### config.mk
export PLATFORM = sky130hd
export DESIGN_NAME = dvd_subpicture_rle_decoder_unit_flat
export DESIGN_NICKNAME = d
export VERILOG_FILES = /design/src/rtl/dspr_pkg.sv /design/src/rtl/dspr_in_if.sv /design/src/rtl/dspr_out_if.sv /design/src/rtl/dspr_cfg_if.sv /design/src/rtl/dspr_cfg.sv /design/src/rtl/dspr_decode.sv /design/src/rtl/dspr_outbuf.sv /design/src/rtl/dvd_subpicture_rle_decoder_unit.sv /design/src/flat_wrapper.sv
export VERILOG_INCLUDE_DIRS = /design/src /design/src/rtl
export SDC_FILE = /design/constraint.sdc
export NUM_CORES = 1
export LEC_CHECK = 0
export ABC_AREA = 1
export BUFFER_PORTS_ARGS = -buffer_cell sky130_fd_sc_hd__buf_2
export CAP_MARGIN = 40
export CORE_MARGIN = 3
export CORE_UTILIZATION = 54
export CTS_CLUSTER_SIZE = 16
export DETAILED_ROUTE_END_ITERATION = 10
export PLACE_DENSITY = 0.75
export SYNTH_ARGS = -nofsm -noshare
export SYNTH_HDL_FRONTEND = slang
export SYNTH_SLANG_ARGS = --single-unit
### constraint.sdc
create_clock -name clk -period 11.1 [get_ports clk]
set_input_delay 0.555 -clock clk [delete_from_list [all_inputs] [get_ports clk]]
set_output_delay 0.555 -clock clk [all_outputs]
set_load 0.005 [all_outputs]
### src/rtl/assert_macros.svh
// ----------------------------------------------------------------------------
// assert_macros.svh
// Assertion macros for the RTL file that checks its own logic.
// ----------------------------------------------------------------------------
`ifndef ASSERT_MACROS_SVH
`define ASSERT_MACROS_SVH

// Check that a condition holds at every clock edge out of reset.
`define ASSERT_HOLDS(lbl, clk_sig, rst_sig, cond) \
  lbl: assert property (@(posedge clk_sig) disable iff (rst_sig) (cond)) \
    else $error("assertion failed: condition does not hold");

// Check that a trigger is followed by a condition on the next edge.
`define ASSERT_NEXT(lbl, clk_sig, rst_sig, trig, cond) \
  lbl: assert property (@(posedge clk_sig) disable iff (rst_sig) (trig) |=> (cond)) \
    else $error("assertion failed: expected condition on next cycle");

`endif

### src/rtl/dspr_pkg.sv
// ----------------------------------------------------------------------------
// dspr_pkg
// Types, register codes and the nibble decode step of the subpicture decoder.
// ----------------------------------------------------------------------------
package dspr_pkg;

  localparam int MAX_LINE_WIDTH = 4096;
  localparam int WIDTH_W        = 13;
  localparam int LINES_W        = 12;
  localparam int LINE_IDX_W     = 11;
  localparam int COLOR_W        = 32;
  localparam int CFG_IDX_W      = 3;
  localparam int CFG_DATA_W     = 32;

  localparam logic [WIDTH_W-1:0] MAX_WIDTH_VAL   = WIDTH_W'(MAX_LINE_WIDTH);
  localparam logic [WIDTH_W-1:0] RESET_WIDTH     = 13'd720;
  localparam logic [LINES_W-1:0] RESET_LINES     = 12'd288;

  // Code completion thresholds for one, two and three nibbles
  localparam logic [15:0] CODE_MIN_ONE   = 16'h0004;
  localparam logic [15:0] CODE_MIN_TWO   = 16'h0010;
  localparam logic [15:0] CODE_MIN_THREE = 16'h0040;
  localparam logic [1:0]  COLOR_MASK     = 2'h3;
  localparam logic [3:0]  NIBBLE_MASK    = 4'hf;

  typedef enum logic [CFG_IDX_W-1:0] {
    REG_LINE_WIDTH  = 3'd0,
    REG_FIELD_LINES = 3'd1,
    REG_COLOR_ZERO  = 3'd2,
    REG_COLOR_ONE   = 3'd3,
    REG_COLOR_TWO   = 3'd4,
    REG_COLOR_THREE = 3'd5
  } cfg_reg_t;

  typedef struct packed {
    logic [WIDTH_W-1:0]         line_width;   // already clamped to 1..MAX
    logic [LINES_W-1:0]         field_lines;
    logic [3:0][COLOR_W-1:0]    colors;
  } cfg_t;

  typedef struct packed {
    logic [11:0]        partial_code;
    logic [1:0]         nibbles_held;
    logic [WIDTH_W-1:0] column;
    logic [LINES_W-1:0] line_count;
    logic               field_done;
  } dec_state_t;

  typedef struct packed {
    dec_state_t            st;
    logic                  valid;
    logic [1:0]            color;
    logic [WIDTH_W-1:0]    length;
    logic                  eol;
    logic [LINE_IDX_W-1:0] line_index;
  } step_t;

  typedef struct packed {
    logic [COLOR_W-1:0]    run_color;
    logic [WIDTH_W-1:0]    run_length;
    logic                  end_of_line;
    logic [LINE_IDX_W-1:0] line_index;
    logic                  last;
  } run_t;

  typedef struct packed {
    logic [1:0] count;
    run_t       run_a;
    run_t       run_b;
  } run_pair_t;

  // Feed one nibble into the code collector and line tracker
  function automatic step_t nibble_step(dec_state_t s, logic [3:0] nib,
                                        logic [WIDTH_W-1:0] width,
                                        logic [LINES_W-1:0] lines);
    logic [15:0]        v;
    logic [WIDTH_W-1:0] remain;
    logic [13:0]        len;
    logic               complete;
    logic [LINES_W-1:0] lc_next;
    step_t              r;
    v      = {s.partial_code, nib};
    remain = (s.column < width) ? (width - s.column) : WIDTH_W'(1);
    case (s.nibbles_held)
      2'd0:    complete = (v >= CODE_MIN_ONE);
      2'd1:    complete = (v >= CODE_MIN_TWO);
      2'd2:    complete = (v >= CODE_MIN_THREE);
      default: complete = 1'b1;
    endcase
    len = v[15:2];
    if (len == 14'd0 || len > {1'b0, remain}) begin
      len = {1'b0, remain};
    end
    r            = '0;
    r.st         = s;
    r.color      = v[1:0] & COLOR_MASK;
    r.length     = len[WIDTH_W-1:0];
    r.line_index = s.line_count[LINE_IDX_W-1:0];
    lc_next      = s.line_count + LINES_W'(1);
    if (!complete) begin
      r.st.partial_code = v[11:0];
      r.st.nibbles_held = s.nibbles_held + 2'd1;
    end else begin
      r.valid           = 1'b1;
      r.st.partial_code = '0;
      r.st.nibbles_held = '0;
      if (len[WIDTH_W-1:0] == remain) begin
        r.eol           = 1'b1;
        r.st.column     = '0;
        r.st.line_count = lc_next;
        if (lc_next >= lines) begin
          r.st.field_done = 1'b1;
        end
      end else begin
        r.st.column = s.column + len[WIDTH_W-1:0];
      end
    end
    return r;
  endfunction

endpackage

### src/rtl/dspr_in_if.sv
// ----------------------------------------------------------------------------
// dspr_in_if
// Byte channel carrying encoded field data into the decoder.
// ----------------------------------------------------------------------------
interface dspr_in_if;
  logic       valid;
  logic       ready;
  logic [7:0] data_byte;
  logic       field_start;

  modport source (output valid, output data_byte, output field_start, input ready);
  modport sink   (input valid, input data_byte, input field_start, output ready);
endinterface

### src/rtl/dspr_out_if.sv
// ----------------------------------------------------------------------------
// dspr_out_if
// Run channel carrying decoded color runs out of the decoder.
// ----------------------------------------------------------------------------
interface dspr_out_if import dspr_pkg::*; ();
  logic                  valid;
  logic                  ready;
  logic [COLOR_W-1:0]    run_color;
  logic [WIDTH_W-1:0]    run_length;
  logic                  end_of_line;
  logic [LINE_IDX_W-1:0] line_index;
  logic                  last;

  modport source (output valid, output run_color, output run_length,
                  output end_of_line, output line_index, output last, input ready);
  modport sink   (input valid, input run_color, input run_length,
                  input end_of_line, input line_index, input last, output ready);
endinterface

### src/rtl/dspr_cfg_if.sv
// ----------------------------------------------------------------------------
// dspr_cfg_if
// Register write channel: register index plus write data.
// ----------------------------------------------------------------------------
interface dspr_cfg_if import dspr_pkg::*; ();
  logic                  valid;
  logic                  ready;
  logic [CFG_IDX_W-1:0]  index;
  logic [CFG_DATA_W-1:0] data;

  modport source (output valid, output index, output data, input ready);
  modport sink   (input valid, input index, input data, output ready);
endinterface

### src/rtl/dspr_cfg.sv
// ----------------------------------------------------------------------------
// dspr_cfg
// Configuration registers; line width is stored already clamped.
// ----------------------------------------------------------------------------
module dspr_cfg import dspr_pkg::*; (
  input  logic       clk,
  input  logic       rst,
  dspr_cfg_if.sink   cfg,
  output cfg_t       regs
);

  logic [WIDTH_W-1:0] width_in;
  logic [WIDTH_W-1:0] width_clamped;

  assign cfg.ready = 1'b1;

  // Clamp width to 1..MAX_LINE_WIDTH
  always_comb begin
    width_in = cfg.data[WIDTH_W-1:0];
    if (width_in == '0) begin
      width_clamped = WIDTH_W'(1);
    end else if (width_in > MAX_WIDTH_VAL) begin
      width_clamped = MAX_WIDTH_VAL;
    end else begin
      width_clamped = width_in;
    end
  end

  // Write the addressed register; ignore indexes past the list
  always_ff @(posedge clk) begin
    if (rst) begin
      regs.line_width  <= RESET_WIDTH;
      regs.field_lines <= RESET_LINES;
      regs.colors      <= '0;
    end else if (cfg.valid) begin
      case (cfg.index)
        REG_LINE_WIDTH:  regs.line_width  <= width_clamped;
        REG_FIELD_LINES: regs.field_lines <= cfg.data[LINES_W-1:0];
        REG_COLOR_ZERO:  regs.colors[0]   <= cfg.data[COLOR_W-1:0];
        REG_COLOR_ONE:   regs.colors[1]   <= cfg.data[COLOR_W-1:0];
        REG_COLOR_TWO:   regs.colors[2]   <= cfg.data[COLOR_W-1:0];
        REG_COLOR_THREE: regs.colors[3]   <= cfg.data[COLOR_W-1:0];
        default: ;
      endcase
    end
  end

endmodule

### src/rtl/dspr_decode.sv
// ----------------------------------------------------------------------------
// dspr_decode
// Decodes both nibbles of an accepted byte into up to two runs.
// ----------------------------------------------------------------------------
module dspr_decode import dspr_pkg::*; (
  input  logic       clk,
  input  logic       rst,
  dspr_in_if.sink    byte_in,
  input  cfg_t       regs,
  input  logic       can_take,
  output logic       load,
  output run_pair_t  pair
);

  dec_state_t state;
  dec_state_t state_next;
  dec_state_t start_st;
  step_t      hi;
  step_t      lo;
  run_t       run_hi;
  run_t       run_lo;

  assign byte_in.ready = can_take;
  assign load          = byte_in.valid & can_take;

  // Decode high nibble, then low nibble unless the line already ended
  always_comb begin
    start_st = byte_in.field_start ? dec_state_t'('0) : state;
    hi = nibble_step(start_st, byte_in.data_byte[7:4], regs.line_width, regs.field_lines);
    lo = nibble_step(hi.st, byte_in.data_byte[3:0] & NIBBLE_MASK, regs.line_width,
                     regs.field_lines);

    run_hi.run_color   = regs.colors[hi.color];
    run_hi.run_length  = hi.length;
    run_hi.end_of_line = hi.eol;
    run_hi.line_index  = hi.line_index;
    run_hi.last        = 1'b0;
    run_lo.run_color   = regs.colors[lo.color];
    run_lo.run_length  = lo.length;
    run_lo.end_of_line = lo.eol;
    run_lo.line_index  = lo.line_index;
    run_lo.last        = 1'b1;

    pair       = '0;
    state_next = start_st;
    if (!start_st.field_done) begin
      if (hi.valid && hi.eol) begin
        // drop the low nibble so the next line starts on a byte
        pair.count       = 2'd1;
        pair.run_a       = run_hi;
        pair.run_a.last  = 1'b1;
        state_next       = hi.st;
      end else begin
        state_next = lo.st;
        if (hi.valid && lo.valid) begin
          pair.count = 2'd2;
          pair.run_a = run_hi;
          pair.run_b = run_lo;
        end else if (hi.valid) begin
          pair.count      = 2'd1;
          pair.run_a      = run_hi;
          pair.run_a.last = 1'b1;
        end else if (lo.valid) begin
          pair.count = 2'd1;
          pair.run_a = run_lo;
        end
      end
    end
  end

  // Advance decode state on each accepted word
  always_ff @(posedge clk) begin
    if (rst) begin
      state <= '0;
    end else if (load) begin
      state <= state_next;
    end
  end

endmodule

### src/rtl/dspr_outbuf.sv
// ----------------------------------------------------------------------------
// dspr_outbuf
// Two-entry result register that presents a byte's runs one word at a time.
// ----------------------------------------------------------------------------
module dspr_outbuf import dspr_pkg::*; (
  input  logic       clk,
  input  logic       rst,
  input  logic       load,
  input  run_pair_t  pair,
  output logic       can_take,
  dspr_out_if.source run_out
);

  run_t       slot_a;
  run_t       slot_b;
  logic [1:0] count;
  logic       fire;

  assign fire     = run_out.valid & run_out.ready;
  assign can_take = (count == 2'd0) || (count == 2'd1 && run_out.ready);

  assign run_out.valid       = (count != 2'd0);
  assign run_out.run_color   = slot_a.run_color;
  assign run_out.run_length  = slot_a.run_length;
  assign run_out.end_of_line = slot_a.end_of_line;
  assign run_out.line_index  = slot_a.line_index;
  assign run_out.last        = slot_a.last;

  // Hold count of pending runs
  always_ff @(posedge clk) begin
    if (rst) begin
      count <= '0;
    end else if (load) begin
      count <= pair.count;
    end else if (fire) begin
      count <= count - 2'd1;
    end
  end

  // Load new runs, or shift the second run forward once the first is taken
  always_ff @(posedge clk) begin
    if (load) begin
      slot_a <= pair.run_a;
      slot_b <= pair.run_b;
    end else if (fire) begin
      slot_a <= slot_b;
    end
  end

endmodule

### src/rtl/dvd_subpicture_rle_decoder_unit.sv
// ----------------------------------------------------------------------------
// dvd_subpicture_rle_decoder_unit
// Run-length decoder for one field of DVD subpicture data.
// ----------------------------------------------------------------------------
// Usage:
//   byte_in carries one encoded byte per word, high nibble decoded first;
//   field_start on a word clears line and code state before that byte.
//   run_out carries runs as pixel word, length, end-of-line flag, line index
//   and a last flag on the final run a byte produced.
//   cfg writes line width, field line count and the four pixel words; it is
//   always ready; the user must write it only while the decoder is idle (not enforced).
// Timing:
//   Runs of a byte appear in the cycle after it is accepted. A byte that yields
//   zero or one run is taken every cycle while run_out is ready; a byte that
//   yields two runs holds byte_in off until the first of them has been taken.
// Reset:
//   rst clears decode state, empties the output register and loads default
//   configuration (width 720, 288 lines, all pixel words zero).
// Stall:
//   While run_out is held off with a run pending, byte_in.ready stays low.
// ----------------------------------------------------------------------------
`include "assert_macros.svh"

module dvd_subpicture_rle_decoder_unit import dspr_pkg::*; (
  input  logic       clk,
  input  logic       rst,
  dspr_in_if.sink    byte_in,
  dspr_out_if.source run_out,
  dspr_cfg_if.sink   cfg
);

  cfg_t      regs;
  run_pair_t pair;
  logic      load;
  logic      can_take;

  dspr_cfg u_cfg (
    .clk  (clk),
    .rst  (rst),
    .cfg  (cfg),
    .regs (regs)
  );

  dspr_decode u_decode (
    .clk      (clk),
    .rst      (rst),
    .byte_in  (byte_in),
    .regs     (regs),
    .can_take (can_take),
    .load     (load),
    .pair     (pair)
  );

  dspr_outbuf u_outbuf (
    .clk      (clk),
    .rst      (rst),
    .load     (load),
    .pair     (pair),
    .can_take (can_take),
    .run_out  (run_out)
  );

  // Self checks
  `ASSERT_HOLDS(a_len_nonzero, clk, rst, !run_out.valid || run_out.run_length != '0)
  `ASSERT_HOLDS(a_stall_blocks, clk, rst, !(run_out.valid && !run_out.ready) || !can_take)
  `ASSERT_NEXT(a_pair_shown, clk, rst, load && pair.count == 2'd2,
               run_out.valid && !run_out.last)

endmodule

### src/flat_wrapper.sv
// flat-port wrapper written by rule: the top's interface ports become plain ports
module dvd_subpicture_rle_decoder_unit_flat import dspr_pkg::*;
  (clk, rst, byte_in_valid, byte_in_data_byte, byte_in_field_start, byte_in_ready, run_out_valid, run_out_run_color, run_out_run_length, run_out_end_of_line, run_out_line_index, run_out_last, run_out_ready, cfg_valid, cfg_index, cfg_data, cfg_ready);
  dspr_in_if byte_in_i ();
  dspr_out_if run_out_i ();
  dspr_cfg_if cfg_i ();
  input  logic clk;
  input  logic rst;
  input wire logic [$bits(byte_in_i.valid)-1:0] byte_in_valid;
  input wire logic [$bits(byte_in_i.data_byte)-1:0] byte_in_data_byte;
  input wire logic [$bits(byte_in_i.field_start)-1:0] byte_in_field_start;
  output wire logic [$bits(byte_in_i.ready)-1:0] byte_in_ready;
  output wire logic [$bits(run_out_i.valid)-1:0] run_out_valid;
  output wire logic [$bits(run_out_i.run_color)-1:0] run_out_run_color;
  output wire logic [$bits(run_out_i.run_length)-1:0] run_out_run_length;
  output wire logic [$bits(run_out_i.end_of_line)-1:0] run_out_end_of_line;
  output wire logic [$bits(run_out_i.line_index)-1:0] run_out_line_index;
  output wire logic [$bits(run_out_i.last)-1:0] run_out_last;
  input wire logic [$bits(run_out_i.ready)-1:0] run_out_ready;
  input wire logic [$bits(cfg_i.valid)-1:0] cfg_valid;
  input wire logic [$bits(cfg_i.index)-1:0] cfg_index;
  input wire logic [$bits(cfg_i.data)-1:0] cfg_data;
  output wire logic [$bits(cfg_i.ready)-1:0] cfg_ready;
  assign byte_in_i.valid = byte_in_valid;
  assign byte_in_i.data_byte = byte_in_data_byte;
  assign byte_in_i.field_start = byte_in_field_start;
  assign byte_in_ready = byte_in_i.ready;
  assign run_out_valid = run_out_i.valid;
  assign run_out_run_color = run_out_i.run_color;
  assign run_out_run_length = run_out_i.run_length;
  assign run_out_end_of_line = run_out_i.end_of_line;
  assign run_out_line_index = run_out_i.line_index;
  assign run_out_last = run_out_i.last;
  assign run_out_i.ready = run_out_ready;
  assign cfg_i.valid = cfg_valid;
  assign cfg_i.index = cfg_index;
  assign cfg_i.data = cfg_data;
  assign cfg_ready = cfg_i.ready;
  dvd_subpicture_rle_decoder_unit u_core (.clk(clk), .rst(rst), .byte_in(byte_in_i), .run_out(run_out_i), .cfg(cfg_i));
endmodule
==> flow_metrics.py, run 1 <==
metrics = {
    "outcome": {
        "status": "finished, final reports clean",
    },
    "synthesis": {
        "synth_area_leaders": "dfxtp_1, edfxtp_1, nand2_1",
        "yosys.area.top_type": "dfxtp_1",
        "synth_top_area_share_pct": 19.1,
        "yosysMostFrequentCell": "nand2_1",
        "yosysSeqAreaShare_pct": 36.2,
        "ys_types": 58,
        "syn_area_um2": 20400,
        "synth_nets": 3019,
        "ys.flop_type": "dfxtp_1",
        "async_flop_share_pct": 0,
        "syn_area_per_cell_um2": 7.16,
        "syn_inst": 2850,
        "ys_ff_latch": 311,
        "synthTopCellsByCount": "nand2_1, inv_1, a21oi_1",
        "synth-edff-count": 116,
        "yosysWarnings": 0,
    },
    "placed_design": {
        "place_congestion": 0.954,
        "dpl_worst_slack_ns": -0.0155,
        "port_buffers": 108,
        "dp_hpwl_um": 48800,
    },
    "critical_path": {
        "cp-startpoint": "byte_in_field_start",
        "critPathMaxFanout": 13,
        "crit_arrival_ns": 10.59,
        "slowest_stage": "or3b_2",
        "start_kind": "input pin",
        "cpMostUsedCell": "nand2_1",
        "critical_path_required_ns": 11.55,
        "crit_type": "in2reg",
        "worstReg2RegStart": "u_core.u_decode.state[21]$_SDFFE_PP0P_",
        "crit_path_end_kind": "register",
        "crit_path_max_incr_delay_ns": 0.46,
    },
    "grt": {
        "grt_pass1_wl_um": 108000,
        "grt_pass1_vias": 19500,
        "grt-ovfl-total": 0,
        "antenna_found_initial": 3,
        "grt_start_max_net_pins": 110,
        "track_usage_pct": 33.8,
    },
    "cts": {
        "htree_levels": 2,
        "numClockSinks": 311,
        "clkSlewWorstSetupHoldPaths_ns": 0.06,
        "numCtsBuffers": 36,
        "clockBufferDepth": 3,
        "cts_root_buf": "clkbuf_16",
        "clock_latency_ns": 0.57,
        "postCtsHoldBufs": 0,
        "cts_tree": "yes",
    },
    "route": {
        "wl_um": 69900,
        "remaining_drc_errors": 0,
        "first_pass_iters": 6,
        "drt-initial-drc-count": 2143,
        "vias": 20600,
        "ant_nets": 0,
        "wl_per_cell_um": 20.1,
        "viasPerCell": 5.91,
    },
    "power": {
        "pwr-share-seq_pct": 22.3,
        "power.switching_mw": 3.56,
        "intPower_mw": 3.89,
        "peakVddDrop_uv": 183,
        "swShare_pct": 47.8,
        "cellPowerDensity_nw_per_um2": 317,
        "pwr-share-comb_pct": 61.0,
        "power_frac_clock_pct": 16.6,
        "leakagePower_nw": 10.6,
    },
    "floorplan": {
        "ios": 110,
        "die_h_um": 200,
        "core_um2": 37000,
        "start_util_pct": 55.2,
        "die_area_um2": 40100,
        "rows": 70,
        "die_x_um": 200,
    },
    "timing": {
        "tightest_slew_ns": 0.926,
        "worst_slack_ns": 0.957,
        "fin_tns_setup_ns": 0,
        "fmax_mhz": 98.6,
        "fin_skew_ns": 0.0135,
        "period_minus_slack_ns": 10.14,
        "relSlewSlack_pct": 38.3,
        "post-route-period-util_pct": 91.4,
        "finalSetupViolations": 0,
        "holdWs_ns": 0.204,
        "slew_violations": 0,
        "hold_viol_final": 0,
    },
    "layout": {
        "area_delta_synth_final_pct": 15.1,
        "fin_nets": 3119,
        "drive_gt1_share_pct": 14.2,
    },
    "hold_path": {
        "holdCritStartpoint": "rst",
        "hold_class": "in2reg",
    },
    "job": {
        "max_cap_viol_count": 0,
    },
}
[timing repair]
action / 4_1_cts / 5_1_grt
gates resized for setup: 0 / 92
setup endpoints to repair: 0 / 20
buffers inserted: 0 / 8
[flip-flops by register name, summed over array words and instances (netlist names)]
name	count
u_core.u_outbuf.count	2
u_core.u_outbuf.slot_b	58
u_core.u_outbuf.run_out.run_length	13
u_core.u_outbuf.run_out.line_index	11
u_core.u_cfg.regs	153
u_core.u_outbuf.run_out.run_color	32
u_core.u_decode.state	40
u_core.u_outbuf.run_out.end_of_line	1
u_core.u_outbuf.run_out.last	1
[logic make-up (layout without fill, tap and decap cells)]
logic type,count (synthesis),count (layout),synth area share [%]
compound gates,820,820,22.7
xor+xnor,38,38,1.63
fa+ha+maj,120,120,7.51
buf+inv,579,705,11.1
flops,311,311,36.2
other cells,1,2,0.0184
simple gates,981,982,20.8
[cells in the final DEF (no fill, tap or decap), types with 19 or more instances in the layout]
| master | count |
|---|---|
| ha_1 | 100 |
| inv_1 | 404 |
| buf_4 | 97 |
| nor2_2 | 26 |
| dfxtp_1 | 194 |
| nor2_1 | 163 |
| nand2_2 | 21 |
| a22oi_1 | 78 |
| o21ai_0 | 198 |
| nand3_1 | 114 |
| edfxtp_1 | 116 |
| nand2_1 | 564 |
| clkbuf_16 | 37 |
| a22o_1 | 19 |
| xor2_1 | 24 |
| a21oi_1 | 383 |
| o22ai_1 | 41 |
| nand4_1 | 32 |
| buf_2 | 108 |
[area by class of cell]
type	count	area, µm²
timing repair buffer	213	1440
multi-input combinational	1961	11200
inverter	427	1620
clock inverter	10	190
tap	504	631
sequential	311	7390
antenna	1	2.50
fill	3327	13500
clock buffer	55	1040
[metal layers]
| layer | part of all wire [%] | global-route usage (%) |
|---|---|---|
| met1 | 40 | 44.5 |
| met2 | 45 | 54.8 |
| met3 | 9.6 | 5.74 |
| met4 | 4.6 | 14.9 |
| met5 | 0.039 | 0 |
[power by group through the flow]
stage	Clock (mW)	Sequential [mW]	Combinational, mW
final	1.24	1.66	4.55
after global routing	1.30	1.68	5.00
after CTS	1.25	1.66	4.26
after detailed placement	0	1.68	4.24
after global placement	0	1.68	4.18
after floorplan	0	1.66	2.77
[critical path, delay by kind of cell]
| family | cells | cell delay [ns] |
|---|---|---|
| AND/OR/NAND/NOR | 35 | 3.58 |
| buffers and inverters | 9 | 1.07 |
| adder cells (fa/ha/maj) | 7 | 2.14 |
| XOR/XNOR | 1 | 0.14 |
| AO/OA/AOI/OAI | 21 | 3.06 |
[final timing paths]
path / to / slack [ns] / depth (start not counted)
min: u_core.u_cfg.regs[151]$_SDFFE_PP0P_ / 0.20 / 2
max reg2reg: u_core.u_decode.state[25]$_SDFFE_PP0P_ / 0.96 / 71
max: u_core.u_decode.state[25]$_SDFFE_PP0P_ / 0.96 / 73
min reg2reg: u_core.u_decode.state[27]$_SDFFE_PP0P_ / 0.47 / 2
[metrics by stage]
| step | instance area (µm²) | utilization, % | power [mW] | cells |
|---|---|---|---|---|
| 2_1_floorplan | 20400 | - | 4.43 | 2850 |
| 3_3_place_gp | 21700 | 58.6 | 5.87 | 3402 |
| 3_5_place_dp | 21800 | 59.0 | 5.92 | 3407 |
| 4_1_cts | 23000 | 62.3 | 7.18 | 3472 |
| 5_1_grt | 23500 | 63.5 | 7.98 | 3482 |
| 6_report | 23500 | 63.5 | 7.45 | 3482 |
Power figures use the tool's default switching activity.
==> inputs of run 2 (changes only) <==
--- a/config.mk
+++ b/config.mk
@@ -16,4 +16,5 @@
 export PLACE_DENSITY = 0.75
 export SYNTH_ARGS = -nofsm -noshare
 export SYNTH_HDL_FRONTEND = slang
+export SYNTH_HIERARCHICAL = 1
 export SYNTH_SLANG_ARGS = --single-unit
==> run 2 against run 1 <==
Effect of this change: fmax down 0.67%; cell count rose by 7.1%; routed wire length up 2.8%; utilization shrank 1.3 points; sequential share of layout area fell by 0.26 points; setup slack lost 0.069 ns; power shrank 7.7%; synthesized cell count increased by 8.7%; largest power group unchanged; area after synthesis is 3.2% higher; hold slack improved by 0.043 ns.
==> flow_metrics.py, run 2 <==
metrics = {
    "timing": {
        "finalSetupViolations": 0,
        "fin_skew_ns": 0.0291,
        "post-route-period-util_pct": 92.0,
        "tightest_slew_ns": 0.889,
        "relSlewSlack_pct": 40.7,
        "hold_viol_final": 0,
        "holdWs_ns": 0.247,
        "fmax_mhz": 97.9,
        "slew_violations": 0,
        "period_minus_slack_ns": 10.21,
    },
    "cts": {
        "clock_latency_ns": 0.58,
        "cts_tree": "yes",
        "numClockSinks": 311,
        "numCtsBuffers": 36,
        "cts_root_buf": "clkbuf_16",
        "htree_levels": 2,
        "clkSlewWorstSetupHoldPaths_ns": 0.06,
        "clockBufferDepth": 3,
        "postCtsHoldBufs": 0,
    },
    "layout": {
        "area_delta_synth_final_pct": 12.4,
        "fin_nets": 3361,
        "fillCellCount": 3595,
        "regMostFlops": "u_core/u_cfg/regs",
        "multi_input_area_um2": 11300,
        "mostFrequentLayoutCell": "nand2_1",
        "drive_gt1_share_pct": 11.1,
        "diodes": 0,
        "regArea_um2": 7390,
        "final_cell_mix": "nand2_1, inv_1, nor2_1",
        "largest_reg_flops": 153,
        "largest_registers": "u_core/u_cfg/regs x153, u_core/u_outbuf/slot_b x58, u_core/u_decode/state x40",
    },
    "synthesis": {
        "synth-edff-count": 116,
        "ys_ff_latch": 311,
        "synthXorXnorAreaFrac_pct": 1.86,
        "synth_area_leaders": "dfxtp_1, edfxtp_1, nand2_1",
        "yosys.area.top_type": "dfxtp_1",
        "ys.flop_type": "dfxtp_1",
        "synth_adder_area_share_pct": 7.33,
        "syn_area_um2": 21100,
        "yosysMostFrequentCell": "nand2_1",
        "yosys.area_share.simple_pct": 25.8,
        "yosysWarnings": 6,
        "muxShareOfSynthArea_pct": 0.0951,
        "synth_compound_area_share_pct": 18.1,
        "syn_area_per_cell_um2": 6.79,
        "syn_inst": 3099,
        "yosysSeqAreaShare_pct": 35.1,
        "synth_top_family_by_area": "simple AND/OR/NAND/NOR gates",
        "synth_top_area_share_pct": 18.5,
        "ys_types": 59,
        "async_flop_share_pct": 0,
        "synthTopCellsByCount": "nand2_1, inv_1, nor2_1",
        "synth_nets": 3269,
    },
    "power": {
        "peakVddDrop_uv": 176,
        "leakagePower_nw": 11.1,
        "total_power_mw": 6.87,
        "cellPowerDensity_nw_per_um2": 290,
    },
    "critical_path": {
        "crit_path_end_kind": "register",
        "critical_path_required_ns": 11.61,
        "cpMostUsedCell": "nand2_1",
        "critPathMaxFanout": 6,
        "start_kind": "register",
        "crit_path_max_incr_delay_ns": 0.41,
        "crit_type": "reg2reg",
        "crit_arrival_ns": 10.72,
        "slowest_stage": "fa_1",
    },
    "floorplan": {
        "die_area_um2": 41400,
        "die_x_um": 203,
        "die_h_um": 203,
        "core_um2": 38000,
        "rows": 71,
        "start_util_pct": 55.4,
        "ios": 110,
    },
    "hold_path": {
        "hold_class": "in2reg",
    },
    "grt": {
        "use_met2_pct": 53.4,
        "track_usage_pct": 34.0,
        "busiest_layer": "met2",
        "grt-ovfl-total": 0,
        "grtUsageMet3_pct": 5.87,
        "use_met1_pct": 47.6,
        "antenna_found_initial": 2,
        "grt_start_max_net_pins": 116,
        "grt_pass1_wl_um": 111000,
        "grt_pass1_vias": 20100,
    },
    "route": {
        "ant_nets": 0,
        "wl_per_cell_um": 19.3,
        "remaining_drc_errors": 0,
        "vias": 21400,
        "viasPerCell": 5.75,
        "wl_um": 71900,
        "drt-initial-drc-count": 2608,
        "first_pass_iters": 6,
    },
    "placed_design": {
        "place_congestion": 1.02,
        "dp_hpwl_um": 50400,
        "port_buffers": 108,
    },
    "outcome": {
        "status": "finished, final reports clean",
    },
    "job": {
        "max_cap_viol_count": 0,
    },
}
[run 2: final timing paths]
kind / from / to / slack, ns / cells past startpoint
setup / recovery: u_core/u_decode/state[13]$_SDFFE_PP0P_ / u_core/u_decode/state[25]$_SDFFE_PP0P_ / 0.89 / 69
hold / removal: cfg_data[28] / u_core/u_cfg/regs[92]$_SDFFE_PP0P_ / 0.25 / 3
setup reg to reg: u_core/u_decode/state[13]$_SDFFE_PP0P_ / u_core/u_decode/state[25]$_SDFFE_PP0P_ / 0.89 / 69
hold reg to reg: u_core/u_cfg/regs[41]$_SDFFE_PP0P_ / u_core/u_cfg/regs[41]$_SDFFE_PP0P_ / 0.44 / 2
[run 2: kinds of logic (layout without fill, tap and decap cells)]
family | Yosys count | after routing
AND/OR/NAND/NOR | 1322 | 1323
AO/OA/AOI/OAI | 689 | 689
buffers and inverters | 610 | 729
flip-flops | 311 | 311
adder cells (fa/ha/maj) | 121 | 121
XOR/XNOR | 43 | 43
multiplexers | 2 | 2
other | 1 | 1
[run 2: per-stage QoR]
step	instance area [µm²]	TNS [ns]	cells	worst slack [ns]	util, %
3_3_place_gp	22200	0	3653	0.0478	58.3
4_1_cts	23500	0	3724	0.467	61.9
6_report	23700	0	3730	0.888	62.3
3_5_place_dp	22300	-0.0994	3658	-0.0883	58.6
5_1_grt	23700	-0.000119	3730	-0.000119	62.3
2_1_floorplan	21100	0	3099	0.0471	-
[run 2: where the power goes]
part / switching, mW / internal [mW] / leakage [nW]
clock network: 0.520 / 0.725 / 0.615
registers: 0.0912 / 1.53 / 2.74
logic: 2.62 / 1.39 / 7.78
total: 3.23 / 3.64 / 11.1
[run 2: timing repair]
item / in CTS / in global routing
setup endpoints to repair: 0 / 19
gates resized for setup: 0 / 30
buffers inserted: 0 / 5
[run 2: worst max-delay path: cells and delay by family (launching register included)]
family	cells	cell delay, ns
buffers and inverters	9	1.08
flip-flops	1	0.35
adder cells (fa/ha/maj)	7	2.21
AND/OR/NAND/NOR	37	3.27
AO/OA/AOI/OAI	14	2.83
XOR/XNOR	2	0.39
[run 2: cell type report]
| class | count | share of cell area [%] |
|---|---|---|
| flip-flops and latches | 311 | 31.2 |
| clock buffers | 52 | 4.67 |
| well taps | 511 | 2.70 |
| multi-input cells | 2179 | 47.8 |
| repair buffers | 207 | 5.78 |
| inverters | 456 | 7.27 |
| clock inverters | 14 | 0.597 |
[run 2: layer usage]
metal	routed length (µm)	share of wire, %	vias up
met5	0	0	-
met4	2330	3.2	0
met3	7710	11	151
met2	31700	44	1165
met1	30100	42	9862
li1	-	-	10300
